==> src/hw/rtl/shift_xor_random_with_rolls_core_assert.svh <==
// Assertion macros for the generator RTL.
`ifndef SHIFT_XOR_RANDOM_WITH_ROLLS_CORE_ASSERT_SVH
`define SHIFT_XOR_RANDOM_WITH_ROLLS_CORE_ASSERT_SVH

// Same-cycle implication, disabled during reset.
`define SXR_ASSERT_NOW(lbl, clk, rst, ante, cons) \
  lbl: assert property (@(posedge clk) disable iff (rst) (ante) |-> (cons)) \
    else $error("sxr: same-cycle check failed");

// Next-cycle implication, disabled during reset.
`define SXR_ASSERT_NEXT(lbl, clk, rst, ante, cons) \
  lbl: assert property (@(posedge clk) disable iff (rst) (ante) |=> (cons)) \
    else $error("sxr: next-cycle check failed");

`endif

==> src/hw/rtl/sxr_pkg.sv <==
`default_nettype none

package sxr_pkg;

  localparam int unsigned WORD_W = 16;
  localparam int unsigned OPC_W  = 3;
  localparam int unsigned THR_W  = 8;

  // Reciprocals for exact quotients of a 16-bit seed: q = (seed * M) >> S
  localparam logic [16:0] RECIP_7     = 17'd74899;
  localparam int unsigned RECIP_7_SH  = 19;
  localparam logic [16:0] RECIP_23    = 17'd91181;
  localparam int unsigned RECIP_23_SH = 21;

  localparam logic [WORD_W-1:0] PERCENT_SCALE = 16'd100;
  localparam logic [WORD_W-1:0] TABLE_MOD     = 16'd7;
  localparam logic [WORD_W-1:0] WARMUP_MOD    = 16'd23;

  typedef enum logic [OPC_W-1:0] {
    OP_RAW    = 3'd0,
    OP_SCALED = 3'd1,
    OP_PCT    = 3'd2,
    OP_ROLL   = 3'd3,
    OP_DROLL  = 3'd4,
    OP_SEED   = 3'd5,
    OP_LOAD   = 3'd6,
    OP_READ   = 3'd7
  } op_t;

  // Microprogram addresses
  typedef enum logic [4:0] {
    UPC_IDLE       = 5'd0,
    UPC_EMIT_PLAIN = 5'd1,
    UPC_RAW_DRAW   = 5'd2,
    UPC_SCL_DRAW   = 5'd3,
    UPC_SCL_EMIT   = 5'd4,
    UPC_PCT_DRAW   = 5'd5,
    UPC_PCT_EMIT   = 5'd6,
    UPC_ROLL_DRAW  = 5'd7,
    UPC_ROLL_EMIT  = 5'd8,
    UPC_DBL_DRAW_A = 5'd9,
    UPC_DBL_DRAW_B = 5'd10,
    UPC_DBL_EMIT   = 5'd11,
    UPC_SEED_Q7    = 5'd12,
    UPC_SEED_R7    = 5'd13,
    UPC_SEED_R23   = 5'd14,
    UPC_SEED_TBL   = 5'd15,
    UPC_SEED_WARM  = 5'd16,
    UPC_LOAD_WORDS = 5'd17
  } upc_t;

  // Multiplier operand select
  typedef enum logic [1:0] {
    MUL_PCT   = 2'd0,
    MUL_RANGE = 2'd1,
    MUL_M7    = 2'd2,
    MUL_M23   = 2'd3
  } mul_sel_t;

  // Scaled result select at emit
  typedef enum logic [1:0] {
    SCL_NONE = 2'd0,
    SCL_PROD = 2'd1,
    SCL_AVG  = 2'd2
  } scl_sel_t;

  typedef struct packed {
    logic     draw;    // advance the generator
    logic     raw_en;  // capture drawn value
    logic     a_en;    // capture first percent of a double roll
    mul_sel_t mul_sel;
    logic     q_en;    // capture seed quotient
    logic     k_en;    // capture seed mod 7
    logic     n_en;    // capture seed mod 23
    logic     tbl;     // load words from seed table
    logic     load;    // load words from the input word
    logic     loop;    // repeat with a draw while warm-up count is nonzero
    logic     emit;    // write the result register
    scl_sel_t scl;
    logic     hit_en;
    upc_t     next;
  } ucw_t;

  function automatic logic [WORD_W-1:0] seed_word(input logic [2:0] idx);
    logic [WORD_W-1:0] w;
    case (idx)
      3'd0:    w = 16'hA36E;
      3'd1:    w = 16'h924E;
      3'd2:    w = 16'hB784;
      3'd3:    w = 16'h4F67;
      3'd4:    w = 16'h8092;
      3'd5:    w = 16'h592D;
      3'd6:    w = 16'h8E70;
      default: w = 16'hA794;
    endcase
    return w;
  endfunction

  // One generator step: value from the three words
  function automatic logic [WORD_W-1:0] gen_draw(input logic [WORD_W-1:0] w0,
                                                 input logic [WORD_W-1:0] w1,
                                                 input logic [WORD_W-1:0] w2);
    logic [WORD_W-1:0] v;
    logic [WORD_W-1:0] t;
    v = (w1 << 11) + (w0 >> 5);
    t = {w2[WORD_W-2:0], w1[WORD_W-1]};
    return v ^ t;
  endfunction

  function automatic upc_t dispatch(input op_t op);
    upc_t a;
    unique case (op)
      OP_RAW:    a = UPC_RAW_DRAW;
      OP_SCALED: a = UPC_SCL_DRAW;
      OP_PCT:    a = UPC_PCT_DRAW;
      OP_ROLL:   a = UPC_ROLL_DRAW;
      OP_DROLL:  a = UPC_DBL_DRAW_A;
      OP_SEED:   a = UPC_SEED_Q7;
      OP_LOAD:   a = UPC_LOAD_WORDS;
      OP_READ:   a = UPC_EMIT_PLAIN;
    endcase
    return a;
  endfunction

  // Control store
  function automatic ucw_t ucode_rom(input upc_t pc);
    ucw_t cw;
    cw         = '0;
    cw.mul_sel = MUL_PCT;
    cw.scl     = SCL_NONE;
    cw.next    = UPC_IDLE;
    unique case (pc)
      UPC_IDLE: begin
        cw.next = UPC_IDLE;
      end
      UPC_EMIT_PLAIN: begin
        cw.emit = 1'b1;
      end
      UPC_RAW_DRAW: begin
        cw.draw = 1'b1; cw.raw_en = 1'b1; cw.next = UPC_EMIT_PLAIN;
      end
      UPC_SCL_DRAW: begin
        cw.draw = 1'b1; cw.raw_en = 1'b1; cw.next = UPC_SCL_EMIT;
      end
      UPC_SCL_EMIT: begin
        cw.emit = 1'b1; cw.mul_sel = MUL_RANGE; cw.scl = SCL_PROD;
      end
      UPC_PCT_DRAW: begin
        cw.draw = 1'b1; cw.raw_en = 1'b1; cw.next = UPC_PCT_EMIT;
      end
      UPC_PCT_EMIT: begin
        cw.emit = 1'b1; cw.scl = SCL_PROD;
      end
      UPC_ROLL_DRAW: begin
        cw.draw = 1'b1; cw.raw_en = 1'b1; cw.next = UPC_ROLL_EMIT;
      end
      UPC_ROLL_EMIT: begin
        cw.emit = 1'b1; cw.scl = SCL_PROD; cw.hit_en = 1'b1;
      end
      UPC_DBL_DRAW_A: begin
        cw.draw = 1'b1; cw.raw_en = 1'b1; cw.next = UPC_DBL_DRAW_B;
      end
      UPC_DBL_DRAW_B: begin
        cw.draw = 1'b1; cw.raw_en = 1'b1; cw.a_en = 1'b1; cw.next = UPC_DBL_EMIT;
      end
      UPC_DBL_EMIT: begin
        cw.emit = 1'b1; cw.scl = SCL_AVG; cw.hit_en = 1'b1;
      end
      UPC_SEED_Q7: begin
        cw.mul_sel = MUL_M7; cw.q_en = 1'b1; cw.next = UPC_SEED_R7;
      end
      UPC_SEED_R7: begin
        cw.mul_sel = MUL_M23; cw.q_en = 1'b1; cw.k_en = 1'b1; cw.next = UPC_SEED_R23;
      end
      UPC_SEED_R23: begin
        cw.n_en = 1'b1; cw.next = UPC_SEED_TBL;
      end
      UPC_SEED_TBL: begin
        cw.tbl = 1'b1; cw.next = UPC_SEED_WARM;
      end
      UPC_SEED_WARM: begin
        cw.loop = 1'b1; cw.next = UPC_EMIT_PLAIN;
      end
      UPC_LOAD_WORDS: begin
        cw.load = 1'b1; cw.next = UPC_EMIT_PLAIN;
      end
      default: begin
        cw.next = UPC_IDLE;
      end
    endcase
    return cw;
  endfunction

endpackage

`default_nettype wire

==> src/hw/rtl/sxr_in_if.sv <==
`default_nettype none

// Request word: opcode and operands
interface sxr_in_if;
  logic        valid;
  logic        ready;
  logic [2:0]  opcode;
  logic [15:0] seed;
  logic [15:0] range_max;
  logic [7:0]  threshold;
  logic [15:0] load_word0;
  logic [15:0] load_word1;
  logic [15:0] load_word2;

  modport source (
    output valid, opcode, seed, range_max, threshold,
           load_word0, load_word1, load_word2,
    input  ready
  );

  modport sink (
    input  valid, opcode, seed, range_max, threshold,
           load_word0, load_word1, load_word2,
    output ready
  );
endinterface

`default_nettype wire

==> src/hw/rtl/sxr_out_if.sv <==
`default_nettype none

// Result word: draws and generator state
interface sxr_out_if;
  logic        valid;
  logic        ready;
  logic [15:0] raw_value;
  logic [15:0] scaled_value;
  logic        hit;
  logic [15:0] state_word0;
  logic [15:0] state_word1;
  logic [15:0] state_word2;

  modport source (
    output valid, raw_value, scaled_value, hit,
           state_word0, state_word1, state_word2,
    input  ready
  );

  modport sink (
    input  valid, raw_value, scaled_value, hit,
           state_word0, state_word1, state_word2,
    output ready
  );
endinterface

`default_nettype wire

==> src/hw/rtl/shift_xor_random_with_rolls_core.sv <==
// Shift/XOR random generator with scaled draws and percent rolls.
// din carries one request word (opcode plus operands) per valid/ready
// handshake; dout returns exactly one result word per request, in order.
// Control is a microprogram: one control word per cycle from a small
// ROM, stepped by a program counter, drives one shared 16x17 multiplier
// and the three 16-bit generator words.
// Seed requests end in a warm-up loop of (seed mod 23) draws, drawing once
// per cycle. A new request is taken only while the sequencer is idle.
// The result register is separate from the sequencer: a request is
// accepted while the previous result still waits on dout. If dout stalls,
// the next request halts at its emit step until the old result is taken.
// Reset (synchronous, active high) returns the generator to the seed-zero
// words A36E, 924E, B784, empties the result register and idles.
`default_nettype none

`include "shift_xor_random_with_rolls_core_assert.svh"

module shift_xor_random_with_rolls_core (
  input  wire logic clk,
  input  wire logic rst,
  sxr_in_if.sink    din,
  sxr_out_if.source dout
);

  sxr_pkg::upc_t pc;
  sxr_pkg::upc_t pc_next;
  sxr_pkg::ucw_t cw;

  // Generator words
  logic [15:0] w0;
  logic [15:0] w1;
  logic [15:0] w2;

  // Latched operands
  logic [15:0] seed_q;
  logic [15:0] range_q;
  logic [7:0]  thr_q;
  logic [15:0] ld0_q;
  logic [15:0] ld1_q;
  logic [15:0] ld2_q;

  // Working registers
  logic [15:0] raw_q;
  logic [6:0]  pct_a;
  logic [13:0] q;
  logic [2:0]  k;
  logic [4:0]  n;

  // Result register
  logic        out_valid;
  logic [15:0] out_raw;
  logic [15:0] out_scaled;
  logic        out_hit;
  logic [15:0] out_w0;
  logic [15:0] out_w1;
  logic [15:0] out_w2;

  logic        in_fire;
  logic        out_busy;
  logic        draw_en;
  logic        emit_fire;
  logic [15:0] draw_val;
  logic [15:0] mul_a;
  logic [16:0] mul_b;
  logic [32:0] prod;
  logic [15:0] scaled_val;
  logic [7:0]  avg_sum;
  logic        hit_val;
  logic [15:0] rem7;
  logic [15:0] rem23;

  assign din.ready = (pc == sxr_pkg::UPC_IDLE);
  assign in_fire   = din.valid && din.ready;
  assign out_busy  = out_valid && !dout.ready;

  // Control decode
  always_comb begin
    cw        = sxr_pkg::ucode_rom(pc);
    draw_en   = cw.draw || (cw.loop && (n != 5'd0));
    emit_fire = cw.emit && !out_busy;
  end

  // Sequencer: dispatch, emit stall, warm-up loop
  always_comb begin
    pc_next = pc;
    if (pc == sxr_pkg::UPC_IDLE) begin
      if (in_fire) begin
        pc_next = sxr_pkg::dispatch(sxr_pkg::op_t'(din.opcode));
      end
    end else if (cw.emit) begin
      if (!out_busy) begin
        pc_next = cw.next;
      end
    end else if (cw.loop) begin
      if (n == 5'd0) begin
        pc_next = cw.next;
      end
    end else begin
      pc_next = cw.next;
    end
  end

  always_ff @(posedge clk) begin
    if (rst) begin
      pc <= sxr_pkg::UPC_IDLE;
    end else begin
      pc <= pc_next;
    end
  end

  // Shared multiplier: scaling, percent and seed reciprocals
  always_comb begin
    mul_a = raw_q;
    mul_b = {1'b0, sxr_pkg::PERCENT_SCALE};
    case (cw.mul_sel)
      sxr_pkg::MUL_RANGE: mul_b = {1'b0, range_q};
      sxr_pkg::MUL_M7: begin
        mul_a = seed_q;
        mul_b = sxr_pkg::RECIP_7;
      end
      sxr_pkg::MUL_M23: begin
        mul_a = seed_q;
        mul_b = sxr_pkg::RECIP_23;
      end
      default: mul_b = {1'b0, sxr_pkg::PERCENT_SCALE};
    endcase
    prod = {17'd0, mul_a} * {16'd0, mul_b};
  end

  assign draw_val = sxr_pkg::gen_draw(w0, w1, w2);

  // Remainders from the registered quotient
  assign rem7  = seed_q - 16'({2'b00, q} * sxr_pkg::TABLE_MOD);
  assign rem23 = seed_q - 16'({2'b00, q} * sxr_pkg::WARMUP_MOD);

  // Result fields at the emit step
  always_comb begin
    avg_sum = {1'b0, pct_a} + {1'b0, prod[22:16]};
    case (cw.scl)
      sxr_pkg::SCL_PROD: scaled_val = prod[31:16];
      sxr_pkg::SCL_AVG:  scaled_val = {9'd0, avg_sum[7:1]};
      default:           scaled_val = 16'd0;
    endcase
    hit_val = cw.hit_en && ({8'd0, thr_q} > scaled_val);
  end

  // Generator words
  always_ff @(posedge clk) begin
    if (rst) begin
      w0 <= sxr_pkg::seed_word(3'd0);
      w1 <= sxr_pkg::seed_word(3'd1);
      w2 <= sxr_pkg::seed_word(3'd2);
    end else if (cw.load) begin
      w0 <= ld0_q;
      w1 <= ld1_q;
      w2 <= ld2_q;
    end else if (cw.tbl) begin
      w0 <= sxr_pkg::seed_word(k);
      w1 <= sxr_pkg::seed_word(k + 3'd1);
      w2 <= sxr_pkg::seed_word(k + 3'd2);
    end else if (draw_en) begin
      w0 <= draw_val;
      w1 <= w0;
      w2 <= w1;
    end
  end

  // Operand capture and working registers
  always_ff @(posedge clk) begin
    if (in_fire) begin
      seed_q  <= din.seed;
      range_q <= din.range_max;
      thr_q   <= din.threshold;
      ld0_q   <= din.load_word0;
      ld1_q   <= din.load_word1;
      ld2_q   <= din.load_word2;
      raw_q   <= 16'd0;
    end else if (cw.raw_en) begin
      raw_q <= draw_val;
    end
    if (cw.a_en) begin
      pct_a <= prod[22:16];
    end
    if (cw.q_en) begin
      if (cw.mul_sel == sxr_pkg::MUL_M7) begin
        q <= 14'(prod >> sxr_pkg::RECIP_7_SH);
      end else begin
        q <= 14'(prod >> sxr_pkg::RECIP_23_SH);
      end
    end
    if (cw.k_en) begin
      k <= rem7[2:0];
    end
    if (cw.n_en) begin
      n <= rem23[4:0];
    end else if (cw.loop && (n != 5'd0)) begin
      n <= n - 5'd1;
    end
  end

  // Result register
  always_ff @(posedge clk) begin
    if (rst) begin
      out_valid <= 1'b0;
    end else if (emit_fire) begin
      out_valid <= 1'b1;
    end else if (dout.ready) begin
      out_valid <= 1'b0;
    end
  end

  always_ff @(posedge clk) begin
    if (emit_fire) begin
      out_raw    <= raw_q;
      out_scaled <= scaled_val;
      out_hit    <= hit_val;
      out_w0     <= w0;
      out_w1     <= w1;
      out_w2     <= w2;
    end
  end

  assign dout.valid        = out_valid;
  assign dout.raw_value    = out_raw;
  assign dout.scaled_value = out_scaled;
  assign dout.hit          = out_hit;
  assign dout.state_word0  = out_w0;
  assign dout.state_word1  = out_w1;
  assign dout.state_word2  = out_w2;

  // Checks
  `SXR_ASSERT_NEXT(a_warm_exit, clk, rst, (pc == sxr_pkg::UPC_SEED_WARM) && (n == 5'd0), pc == sxr_pkg::UPC_EMIT_PLAIN)
  `SXR_ASSERT_NEXT(a_k_range, clk, rst, pc == sxr_pkg::UPC_SEED_R7, k <= 3'd6)
  `SXR_ASSERT_NEXT(a_n_range, clk, rst, pc == sxr_pkg::UPC_SEED_R23, n <= 5'd22)
  `SXR_ASSERT_NEXT(a_emit_state, clk, rst, emit_fire, dout.valid && (dout.state_word0 == w0))

endmodule

`default_nettype wire

==> src/flat_wrapper.sv <==
// flat-port wrapper written by rule: the top's interface ports become plain ports
module shift_xor_random_with_rolls_core_flat 
  (clk, rst, din_valid, din_opcode, din_seed, din_range_max, din_threshold, din_load_word0, din_load_word1, din_load_word2, din_ready, dout_valid, dout_raw_value, dout_scaled_value, dout_hit, dout_state_word0, dout_state_word1, dout_state_word2, dout_ready);
  sxr_in_if din_i ();
  sxr_out_if dout_i ();
  input  wire logic clk;
  input  wire logic rst;
  input wire logic [$bits(din_i.valid)-1:0] din_valid;
  input wire logic [$bits(din_i.opcode)-1:0] din_opcode;
  input wire logic [$bits(din_i.seed)-1:0] din_seed;
  input wire logic [$bits(din_i.range_max)-1:0] din_range_max;
  input wire logic [$bits(din_i.threshold)-1:0] din_threshold;
  input wire logic [$bits(din_i.load_word0)-1:0] din_load_word0;
  input wire logic [$bits(din_i.load_word1)-1:0] din_load_word1;
  input wire logic [$bits(din_i.load_word2)-1:0] din_load_word2;
  output wire logic [$bits(din_i.ready)-1:0] din_ready;
  output wire logic [$bits(dout_i.valid)-1:0] dout_valid;
  output wire logic [$bits(dout_i.raw_value)-1:0] dout_raw_value;
  output wire logic [$bits(dout_i.scaled_value)-1:0] dout_scaled_value;
  output wire logic [$bits(dout_i.hit)-1:0] dout_hit;
  output wire logic [$bits(dout_i.state_word0)-1:0] dout_state_word0;
  output wire logic [$bits(dout_i.state_word1)-1:0] dout_state_word1;
  output wire logic [$bits(dout_i.state_word2)-1:0] dout_state_word2;
  input wire logic [$bits(dout_i.ready)-1:0] dout_ready;
  assign din_i.valid = din_valid;
  assign din_i.opcode = din_opcode;
  assign din_i.seed = din_seed;
  assign din_i.range_max = din_range_max;
  assign din_i.threshold = din_threshold;
  assign din_i.load_word0 = din_load_word0;
  assign din_i.load_word1 = din_load_word1;
  assign din_i.load_word2 = din_load_word2;
  assign din_ready = din_i.ready;
  assign dout_valid = dout_i.valid;
  assign dout_raw_value = dout_i.raw_value;
  assign dout_scaled_value = dout_i.scaled_value;
  assign dout_hit = dout_i.hit;
  assign dout_state_word0 = dout_i.state_word0;
  assign dout_state_word1 = dout_i.state_word1;
  assign dout_state_word2 = dout_i.state_word2;
  assign dout_i.ready = dout_ready;
  shift_xor_random_with_rolls_core u_core (.clk(clk), .rst(rst), .din(din_i), .dout(dout_i));
endmodule
==> config.mk <==
export PLATFORM = sky130hd
export DESIGN_NAME = shift_xor_random_with_rolls_core_flat
export DESIGN_NICKNAME = d
export VERILOG_FILES = /design/src/hw/rtl/sxr_pkg.sv /design/src/hw/rtl/sxr_in_if.sv /design/src/hw/rtl/sxr_out_if.sv /design/src/hw/rtl/shift_xor_random_with_rolls_core.sv /design/src/flat_wrapper.sv
export VERILOG_INCLUDE_DIRS = /design/src /design/src/hw/rtl
export SDC_FILE = /design/constraint.sdc
export NUM_CORES = 1
export LEC_CHECK = 0
export BUFFER_PORTS_ARGS = -buffer_cell sky130_fd_sc_hd__buf_2
export CORE_ASPECT_RATIO = 1.75
export CORE_MARGIN = 3
export CORE_UTILIZATION = 35
export DETAILED_ROUTE_END_ITERATION = 10
export PLACE_DENSITY = 0.57
export SLEW_MARGIN = 30
export SYNTH_ARGS = -nofsm -noshare
export SYNTH_HDL_FRONTEND = slang
export SYNTH_SLANG_ARGS = --single-unit
==> constraint.sdc <==
create_clock -name clk -period 12.1 [get_ports clk]
set_input_delay 1.21 -clock clk [delete_from_list [all_inputs] [get_ports clk]]
set_output_delay 1.21 -clock clk [all_outputs]
set_load 0.02 [all_outputs]
# Word level (Yosys, flattened, before mapping)
# Memories as Yosys holds them, arrays and structs flattened.
# Index checks and enable logic that the tools add are counted.
# word_totals
ff_bits	268
mem_bits_ro	40
inputBits	95
output_inout_bits	83
wordCells	143
mem_count	1
# op_classes
n_addsub	7
n_mul	3
magnitude_cmp	1
n_eq_ne	43
mux	39
bitwise_logic	1
reduce_logical	25
# memory_table
memory	words	word_bits	rd	rd_clocked_by_memory_dff	wr	line_no	text
(no name shown)	8	5	1	0	0	sxr_pkg.sv:112	unique case (op)
# ops
operator	n
$pmux W16 S7	3
$mux W16	10
$pmux W17 S3	1
$pmux W5 S10	1
$eq A5 B4 Y1 const B	8
$mux W5	8
$mul A16 B17 Y33	1
$pmux W16 S2	1
$eq A3 B3 Y1 const B	9
$eq A5 B3 Y1 const B	4
$eq A3 B2 Y1 const B	6
$add A16 B11 Y16	1
$gt A8 B16 Y1	1
$xor A16 B16 Y16	1
$mul A14 B3 Y3 const B	1
$mul A14 B5 Y5 const B	1
$mux W12	1
$mux W1	11
$eq A5 B2 Y1 const B	2
$eq A5 B5 Y1 const B	2
$logic_not A5 Y1	2
$eq A3 B1 Y1 const B	3
$logic_not A3 Y1	3
$add A7 B7 Y8	1
25 further kinds	37

# Longest topological paths before layout
# Gate-level depths: netlist of the first run.
# logic_depth
depth_word	10
depth_mapped	43
mapped_depth_nobuf	41

# Least setup slack after synthesis of the first run
# No wires, ideal clock.
# synth_timing
kind	register -> register
startpoint	register u_core.pc[4]
endpoint	register u_core.out_hit, in the netlist u_core.dout.hit, data pin
setup_ns	0.170
t_arrival_ns	9.159
required_ns	11.930
slack_ns	2.771
stages_incl_launch_ff	43
n_path_buf	3
synth_period_minus_slack_ns	9.329
cell_sequence	dfxtp_1 > nand4bb_1 > clkbuf_1 > inv_1 > clkbuf_1 > nand2_1 > a21boi_1 > clkbuf_1 > nor2_1 > fa_1 > inv_1 > fa_1 > fa_1 > inv_1 > fa_1 > fa_1 > inv_1 > fa_1 > [... 7 more ...] > xor2_1 > inv_1 > ha_1 > nand3_1 > a21o_1 > o211ai_1 > o21ai_0 > xor2_1 > o21a_1 > ha_1 > o21a_1 > o21a_1 > o21a_1 > o21a_1 > o211ai_1 > a211o_1 > or4b_1 > nor4_2
# synth_between
elab_chain_cells	10
elab_cells_between_ends	24
cone_classes	add/sub: 1; mul: 1; order compare: 1; eq/ne: 11; mux: 6; reduce/logical: 4
# synth_rtl
element	line_no	text
from (decl)	shift_xor_random_with_rolls_core.sv:25	sxr_pkg::upc_t pc;
from (signal assigned)	shift_xor_random_with_rolls_core.sv:105	pc <= sxr_pkg::UPC_IDLE;
from (signal assigned)	shift_xor_random_with_rolls_core.sv:107	pc <= pc_next;
$eq A5 B4 Y1 or $eq A5 B3 Y1 (tied branches)	sxr_pkg.sv:132	unique case (pc)
$pmux W2 S3 (*)	sxr_pkg.sv:132	
$eq A2 B2 Y1	shift_xor_random_with_rolls_core.sv:115	case (cw.mul_sel)
$reduce_or A2 Y1 (no source line)	--	
$mux W16	shift_xor_random_with_rolls_core.sv:115	
$mul A16 B17 Y33 (*)	shift_xor_random_with_rolls_core.sv:127	prod = {17'd0, mul_a} * {16'd0, mul_b};
net u_core.prod[17]	shift_xor_random_with_rolls_core.sv:65	logic [32:0] prod;
$add A7 B7 Y8	shift_xor_random_with_rolls_core.sv:138	avg_sum = {1'b0, pct_a} + {1'b0, prod[22:16]};
$pmux W16 S2 (*)	shift_xor_random_with_rolls_core.sv:139	case (cw.scl)
$gt A8 B16 Y1 (*)	shift_xor_random_with_rolls_core.sv:144	hit_val = cw.hit_en && ({8'd0, thr_q} > scaled_val);
$logic_and A1 B1 Y1 (*)	shift_xor_random_with_rolls_core.sv:144	
net u_core.hit_val	shift_xor_random_with_rolls_core.sv:68	logic hit_val;
to (signal assigned)	shift_xor_random_with_rolls_core.sv:216	out_hit <= hit_val;
to (decl)	shift_xor_random_with_rolls_core.sv:53	logic out_hit;
# The timed path passes the listed nets; every way through them passes the cells marked *.
# A chain may end at the register's enable or synchronous reset.

# Worst setup path in the final report of the first run
# Same ends and word-level chain as after synthesis.

==> results of run 1 <==
[state kept, by name (all words and copies together) (netlist names), 3 cells and up]
register	count
u_core.dout.raw_value	16
u_core.range_q	16
u_core.ld1_q	16
u_core.q	5
u_core.pct_a	7
u_core.w2	16
u_core.pc	5
u_core.seed_q	16
u_core.w1	16
u_core.ld0_q	16
u_core.w0	16
u_core.dout.scaled_value	16
u_core.thr_q	8
u_core.n	5
u_core.dout.state_word1	16
u_core.dout.state_word0	16
u_core.dout.state_word2	16
u_core.raw_q	16
u_core.ld2_q	16
u_core.k	3
[worst reg2reg max path: cells and delay by family, from the launching register on]
family                     cells  cell delay, ps
AOI/OAI and AO/OA             13            2740
xor gates and xnor gates       2             440
adders and majority gates      9            3710
buffers and inverters          4             500
DFF                            1             710
and+or+nand+nor                9            2100
[final timing paths]
path | from | end | cells past startpoint
max | u_core.pc[4]$_SDFFE_PP0P_ | u_core.dout.hit$_DFFE_PP_ | 37
min reg2reg | u_core.w2[15]$_SDFFE_PP1P_ | u_core.dout.state_word2[15]$_DFFE_PP_ | 0
max reg2reg | u_core.pc[4]$_SDFFE_PP0P_ | u_core.dout.hit$_DFFE_PP_ | 37
min | u_core.w2[15]$_SDFFE_PP1P_ | u_core.dout.state_word2[15]$_DFFE_PP_ | 0
[per-stage QoR]
step           worst slack, ps  cell area [um2]  instances
2_1_floorplan             2770            19900       1995
3_3_place_gp              1910            21700       2874
3_5_place_dp              1710            21700       2874
4_1_cts                   1680            22700       2924
5_1_grt                   1050            22700       2924
6_report                  1700            22700       2925
[synth_stat cells, types with 9 or more instances]
master       n
inv_1      279
nor2_1     252
nand2_1    220
fa_1       212
edfxtp_1   189
ha_1       134
clkbuf_1    82
a21oi_1     73
dfxtp_1     70
o21ai_0     48
xnor2_1     45
a211oi_1    36
nor3_1      36
a21o_1      23
nand2b_1    21
and2_1      20
nand3_1     19
a211o_1     16
xor2_1      14
and3_1      13
nor2b_1     13
nand4_1     12
o221ai_1    11
o22ai_1     10
a2111oi_0    9
nor4_1       9
[power breakdown]
group / leakage (nW) / switching, mW / internal, mW
logic: 7.11 / 2.52 / 1.40
clock network: 0.466 / 0.376 / 0.529
registers: 2.32 / 0.242 / 1.40
total: 9.89 / 3.14 / 3.33
[layout make-up]
type                       instances  area, um2  share of cell area
antenna                            1       2.50            0.000110
clock buffer                      30        697              0.0307
clock inverter                    20        268              0.0118
inverter                         279       1050              0.0462
multi-input combinational       1367      11500               0.507
sequential                       259       7080               0.312
tap                              760        951              0.0419
timing repair buffer             209       1130              0.0498
[cells by family after synthesis]
kind of cell | Yosys count | synth area share
flip-flops | 259 | 0.355
AO/OA/AOI/OAI | 307 | 0.105
XOR/XNOR | 59 | 0.0259
buffers and inverters | 369 | 0.0696
adder cells (fa/ha/maj) | 346 | 0.297
AND/OR/NAND/NOR | 645 | 0.143
multiplexers | 10 | 0.00539
[per-layer routing]
metal | GRT usage | share of wire | up-vias | routed length (um)
met5 | 0 | 0.00014 | - | 10
met3 | 0.0232 | 0.048 | 219 | 3380
met1 | 0.232 | 0.32 | 7610 | 22500
met4 | 0.192 | 0.10 | 2 | 7050
li1 | - | - | 6946 | -
met2 | 0.449 | 0.53 | 637 | 37800
==> results.toml, run 1 <==
[outcome]
outcome = "finished, final reports clean"

[detailed_routing]
finalWirelength_um = 70700
drt_first_iter_violations = 995
antenna_left = 0
route.detailed.vias_per_inst = 5.27
wl_per_cell_um = 24.2
drt_first_pass_iters = 9
drcViolationCount = 0
via_count = 15414

[power]
finalPower_mw = 6.47
static_power_due_to_leakage_nw = 9.89
power.density_cell_area_nw_per_um2 = 285
max-vdd-ir-drop_mv = 0.188

[layout]
finish.net_count = 2584
post_route_cells_drive_above_1_share = 0.130
layout.cells.most_common = "inv_1"
area_growth_syn_to_layout_pct = 13.7
mostFrequentLayoutCells = "inv_1 (279), nor2_1 (250), nand2_1 (220)"
fillerInstances = 5547
final_cell_utilization_of_the_core = 0.403

[sta]
finalHoldViolations = 0
setup-tns-final_ps = 0
final.period_utilization = 0.860
setup-violations-final = 0
finalClockSkew_ps = 35.3
drv_slew = 0
worst-slew-pin-transition_ps = 1040
worst_hold_slack_ps = 435
post-route-min-period_ps = 10400
max_freq_ghz = 0.0961
timing.max_slew.rel_slack = 0.308
rsz0062_at_grt = "no"

[global_routing]
grt_pass1_wl_um = 105000
globalRouteOverflowTotal = 0
grt_pass1_vias = 16637
pin_count_of_the_biggest_net_entering_global_routing = 59
grt_antenna_before_repair = 1
groute.usage.overall = 0.236

[setup_path]
slowest_stage = "a21oi_2"
timing.critical_path.from_type = "flop"
critical_path_required_ps = 12480
worstSetupEndpointType = "flop"
setup.reg_to_reg.worst_slack_ps = 1700
critPathKind = "reg -> reg"
cp.buffers_inverters = 4
crit_path_max_incr_delay_ps = 820
cp_max_fo = 15
critical_path_arrival_ps = 10780
cpLargestDelayFamily = "adder cells"

[synthesis]
postSynthNetCount = 2436
postSynthAreaPerCell_um2 = 10.0
synthesis.instances = 1995
synth.top_cells.by_area = "edfxtp_1 (28%), fa_1 (21%), ha_1 (8.4%)"
post_synth_instance_area_um2 = 19900
synth.largest_area_cell = "edfxtp_1"
synthFlopType = "edfxtp_1"
synth_top_area_share = 0.285
synth-async-reset-ratio = 0
synth.yosys.warnings = 0
seq_total_area_yosys = 0.355
ys_seq_elements = 259
count_of_flip_flops_with_a_built_in_enable_after_synthesis = 189
number_of_distinct_standard_cells_referenced_by_the_synthesized_netlist = 74

[clock_network]
cts_sinks = 259
cts-resized-gates = 0
clk-insertion-delay-late_ps = 590
clock_tree.root_cell = "clkbuf_16"
hold_buffers = 0
cts_tree = "done"
cts.clk_slew.worst_paths_ps = 70
post-cts-setup-buffer-count = 0
cts_inserted_buffers = 27
cts-htree-levels = 1
clk_path_buf_depth = 3

[run]
cap_viol_max_count = 0

[placed_design]
gp_routability_congestion = 1.04
detailedPlacementHpwl_um = 56800
port_buffers = 177

[floorplan]
die_area_um2 = 60000
initial_utilization = 0.355
fp-row-count = 115
floorplan.core_area_um2 = 56300
io_pins = 178
die_x_um = 186
die_y_um = 322

[hold_path]
hold_path_class = "reg -> reg"
Power figures use the tool's default switching activity.
==> run 2, diff against run 1 <==
--- a/config.mk
+++ b/config.mk
@@ -6,12 +6,13 @@
 export SDC_FILE = /design/constraint.sdc
 export NUM_CORES = 1
 export LEC_CHECK = 0
+export ABC_AREA = 1
 export BUFFER_PORTS_ARGS = -buffer_cell sky130_fd_sc_hd__buf_2
 export CORE_ASPECT_RATIO = 1.75
 export CORE_MARGIN = 3
 export CORE_UTILIZATION = 35
 export DETAILED_ROUTE_END_ITERATION = 10
-export PLACE_DENSITY = 0.57
+export RECOVER_POWER = 25
 export SLEW_MARGIN = 30
 export SYNTH_ARGS = -nofsm -noshare
 export SYNTH_HDL_FRONTEND = slang
==> run 2 against run 1 <==
Effect of this change: first-iteration DRC count rose by 13%; via count rose by 4.0%; critical endpoint unchanged; die area is 1.6% higher; critical path type unchanged.
==> results.toml, run 2 <==
[sta]
drv_slew = 0
max_freq_ghz = 0.0980
timing.max_slew.rel_slack = 0.369
setup-violations-final = 0
final.period_utilization = 0.843
post-route-min-period_ps = 10200
finalClockSkew_ps = 35.2
finalHoldViolations = 0
rsz0062_at_grt = "no"
setup-tns-final_ps = 0
worst-slew-pin-transition_ps = 946

[run]
cap_viol_max_count = 0

[global_routing]
pin_count_of_the_biggest_net_entering_global_routing = 65
groute.usage.overall = 0.229
grt_pass1_vias = 17614
grt_pass1_wl_um = 105000
globalRouteOverflowTotal = 0
grt_antenna_before_repair = 6

[detailed_routing]
drcViolationCount = 0
drt_first_pass_iters = 5
via_count = 16036
wl_per_cell_um = 22.0
antenna_left = 0
route.detailed.vias_per_inst = 5.10
finalWirelength_um = 69100
drt_first_iter_violations = 1120

[synthesis]
postSynthAreaPerCell_um2 = 9.27
postSynthNetCount = 2627
number_of_distinct_standard_cells_referenced_by_the_synthesized_netlist = 64
ys_seq_elements = 259
synth-async-reset-ratio = 0
synthFlopType = "edfxtp_1"
post_synth_most_frequent_cells = "inv_1 (421), nand2_1 (369), nor2_1 (244)"
synth.largest_area_cell = "edfxtp_1"
synthMostInstantiatedCell = "inv_1"
post_synth_instance_area_um2 = 20300
count_of_flip_flops_with_a_built_in_enable_after_synthesis = 189
synth.top_cells.by_area = "edfxtp_1 (28%), fa_1 (21%), ha_1 (8.3%)"
seq_total_area_yosys = 0.349
synthesis.instances = 2186
synth.yosys.warnings = 0
synth_top_area_share = 0.280

[floorplan]
fp-row-count = 116
die_y_um = 324
die_x_um = 188
floorplan.core_area_um2 = 57300
initial_utilization = 0.354
die_area_um2 = 61000
io_pins = 178

[layout]
final_design_area_excluding_fillers_um2 = 22900
fillerInstances = 5691
post_route_cells_drive_above_1_share = 0.123
finish.net_count = 2798
layout.cells.most_common = "inv_1"
area_growth_syn_to_layout_pct = 12.7
mostFrequentLayoutCells = "inv_1 (420), nand2_1 (369), nor2_1 (242)"

[setup_path]
cpLargestDelayFamily = "adder cells"
cp_max_fo = 37
critPathKind = "reg -> reg"
cp.buffers_inverters = 10
critical_path_required_ps = 12500
worstSetupEndpointType = "flop"
slowest_stage = "fa_1"
critical_path_arrival_ps = 10600
timing.critical_path.from_type = "flop"
crit_path_max_incr_delay_ps = 570

[hold_path]
hold_path_class = "reg -> reg"

[clock_network]
cts-htree-levels = 1
cts_inserted_buffers = 24
cts-resized-gates = 0
clk-insertion-delay-late_ps = 560
post-cts-setup-buffer-count = 0
cts_sinks = 259
cts_tree = "done"
clk_path_buf_depth = 3
hold_buffers = 0
clock_tree.root_cell = "clkbuf_16"
cts.clk_slew.worst_paths_ps = 70

[placed_design]
detailedPlacementHpwl_um = 56800
port_buffers = 177
dpl_cell_area_um2 = 22100
gp_routability_congestion = 0.957

[outcome]
outcome = "finished, final reports clean"
==> run 2: changes by cell type after synthesis, moves of 13 or more <==
cell and change:
nand2_1 +149, inv_1 +142, o21ai_0 +56, clkbuf_1 -44
nand3_1 +41, a211oi_1 -32, xnor2_1 -28, nor3_1 -22
nand2b_1 -21, and2_1 -20, a21o_1 -16, a211o_1 -15
xor2_1 +15, nor2b_1 -13
==> run 2: per-stage QoR <==
step / cells / setup slack, ps / utilization / hold WS [ps]
CTS: 3142 / 1980 / 0.398 / 449
detailed placement: 3098 / 2000 / 0.385 / 425
floorplan: 2186 / 3900 / - / 408
global route: 3142 / 1160 / 0.398 / 457
global placement: 3098 / 2020 / 0.385 / 422
finish: 3145 / 1900 / 0.399 / 443
==> run 2: cell type report <==
class / instances / area [um2] / area share
sequential: 259 / 7080 / 0.310
timing repair buffer: 196 / 1030 / 0.0450
clock inverter: 13 / 91.3 / 0.00400
antenna: 3 / 7.51 / 0.000329
inverter: 438 / 1650 / 0.0722
tap: 767 / 960 / 0.0420
clock buffer: 31 / 689 / 0.0302
multi-input combinational: 1438 / 11300 / 0.497
==> run 2: path summary, 6_finish.rpt <==
path	startpoint	endpoint	slack [ps]	cells past startpoint
min reg2reg	u_core.w2[15]$_SDFFE_PP1P_	u_core.dout.state_word2[15]$_DFFE_PP_	440	0
min	u_core.w2[15]$_SDFFE_PP1P_	u_core.dout.state_word2[15]$_DFFE_PP_	440	0
max reg2reg	u_core.pc[3]$_SDFFE_PP0P_	u_core.dout.hit$_DFFE_PP_	1900	48
max	u_core.pc[3]$_SDFFE_PP0P_	u_core.dout.hit$_DFFE_PP_	1900	48
==> run 2: layer usage <==
layer,share of wire,routed length [um],global-route usage,vias up
met5,0.00013,9,0,-
met4,0.096,6610,0.177,2
met3,0.041,2850,0.0240,216
met2,0.54,37500,0.438,555
met1,0.32,22200,0.219,7915
li1,-,-,-,7348
==> run 2: cells by family (layout without fill, tap and decap cells) <==
logic type	after synthesis	after routing	synth area share
simple gates	743	743	0.155
xor+xnor	48	48	0.0215
compound gates	301	301	0.0905
buf+inv	489	678	0.0920
fa+ha+maj	346	346	0.292
flops	259	259	0.349
other cells	0	3	0
Power of run 2 is left out: the tool's default activity adds up to more than one toggle a clock period on the data nets, which glitch-free logic cannot reach.
==> run 3, diff against run 2 <==
==> constraint.sdc (replaced) <==
create_clock -name clk -period 8.5 [get_ports clk]
set_input_delay 0.85 -clock clk [delete_from_list [all_inputs] [get_ports clk]]
set_output_delay 0.85 -clock clk [all_outputs]
set_load 0.02 [all_outputs]
==> run 3 against run 2 <==
Effect of this change: critical path depth unchanged; die area did not move; clock skew shrank 22 ps; via count rose by 5.1%; critical endpoint unchanged; largest cell class unchanged.
==> results.toml, run 3 (synthesis results as in run 2) <==
[outcome]
outcome = "finished, final reports clean"

[detailed_routing]
antenna_left = 0
finalWirelength_um = 70900
route.detailed.vias_per_inst = 4.95
drcViolationCount = 0
drt_first_pass_iters = 5
via_count = 16855
wl_per_cell_um = 20.8
drt_first_iter_violations = 916

[floorplan]
die_x_um = 188
die_y_um = 324
fp-row-count = 116
initial_utilization = 0.354
io_pins = 178
die_area_um2 = 61000
floorplan.core_area_um2 = 57300

[setup_path]
worstSetupEndpointType = "flop"
critical_path_required_ps = 8920
cp_max_fo = 6
critPathLaunch = "u_core.pc[1]$_SDFFE_PP0P_"
critPathKind = "reg -> reg"
origin_of_the_critical_flop_to_flop_path = "u_core.pc[1]$_SDFFE_PP0P_"
slowest_stage = "fa_1"
timing.critical_path.from_type = "flop"
crit_path_max_incr_delay_ps = 560
critical_path_arrival_ps = 8900

[layout]
post_route_cells_drive_above_1_share = 0.258
area_growth_syn_to_layout_pct = 26.2
finish.net_count = 3057
mostFrequentLayoutCells = "inv_1 (394), nand2_1 (350), buf_4 (257)"
fillerInstances = 5525
final_cell_utilization_of_the_core = 0.446
final_cell_count_no_fill = 3403
layout.cells.most_common = "inv_1"
multiInputGateArea_um2 = 11900
area.sequential_um2 = 7090

[clock_network]
clock_tree.root_cell = "clkbuf_16"
hold_buffers = 0
clk-insertion-delay-late_ps = 550
cts_sinks = 259
cts-htree-levels = 1
cts_tree = "done"
cts_inserted_buffers = 24
cts.clk_slew.worst_paths_ps = 70
clk_path_buf_depth = 3

[global_routing]
met3_usage = 0.0241
top_usage_layer = "met2"
grt_util_met2 = 0.442
groute.usage.overall = 0.230
grt_pass1_wl_um = 106000
use_met1 = 0.224
globalRouteOverflowTotal = 0
pin_count_of_the_biggest_net_entering_global_routing = 69
grt_antenna_before_repair = 3
grt_pass1_vias = 18127

[sta]
rsz0062_at_grt = "yes"
finalClockSkew_ps = 12.9
setup-tns-final_ps = 0
final.period_utilization = 0.999
worst-slew-pin-transition_ps = 990
setup-violations-final = 0
post-route-min-period_ps = 8490
worst_hold_slack_ps = 456
drv_slew = 0
timing.max_slew.rel_slack = 0.338
finalHoldViolations = 0
max_freq_ghz = 0.118

[hold_path]
hold_path_class = "reg -> reg"
min_from = "u_core.w2[15]$_SDFFE_PP1P_"

[placed_design]
port_buffers = 177
place.detailed.instances = 3308
detailedPlacementHpwl_um = 58000
gp_routability_congestion = 0.968

[run]
cap_viol_max_count = 0
[run 3: cell type report]
| class | count | share of cell area |
|---|---|---|
| Antenna cell | 2 | 0.000196 |
| Clock buffer | 29 | 0.0254 |
| Clock inverter | 15 | 0.00636 |
| Inverter | 438 | 0.0653 |
| Multi-Input combinational cell | 1438 | 0.466 |
| Sequential cell | 259 | 0.277 |
| Tap cell | 767 | 0.0375 |
| Timing Repair Buffer | 455 | 0.122 |
[run 3: worst paths after layout]
kind | cells past startpoint | to | slack [ps]
setup / recovery | 48 | u_core.dout.hit$_DFFE_PP_ | 10
hold / removal | 0 | u_core.dout.state_word2[15]$_DFFE_PP_ | 460
setup reg to reg | 48 | u_core.dout.hit$_DFFE_PP_ | 10
hold reg to reg | 0 | u_core.dout.state_word2[15]$_DFFE_PP_ | 460
[run 3: timing repair]
item,4_1_cts,5_1_grt
setup buffers,8,38
pin swaps,5,76
setup endpoints to repair,1,1
cloned,1,2
hold endpoints to repair,0,0
gates resized for setup,53,138
[run 3: worst max-delay path, delay by kind of cell (launching register included)]
| kind | cells | cell delay (ps) |
|---|---|---|
| and+or+nand+nor | 21 | 2260 |
| xor gates and xnor gates | 1 | 290 |
| buffers and inverters | 12 | 1260 |
| adders and majority gates | 9 | 3590 |
| AOI/OAI and AO/OA | 5 | 600 |
| DFF | 1 | 360 |
[run 3: routing by layer]
layer / share of wire / vias to the layer above / routed length [um]
li1: - / 7865 / -
met1: 0.33 / 8295 / 23700
met2: 0.54 / 499 / 38600
met3: 0.036 / 192 / 2530
met4: 0.085 / 4 / 6040
met5: 0.00037 / - / 26
[run 3: per-stage QoR]
| stage | setup slack (ps) | area [um2] |
|---|---|---|
| final | 11.0 | 25600 |
| after global routing | -466 | 25600 |
| after CTS | 1.03 | 24800 |
| after detailed placement | -338 | 23700 |
| after global placement | -281 | 23700 |
| after floorplan | 296 | 20300 |
Power of run 3 is left out for the same reason.
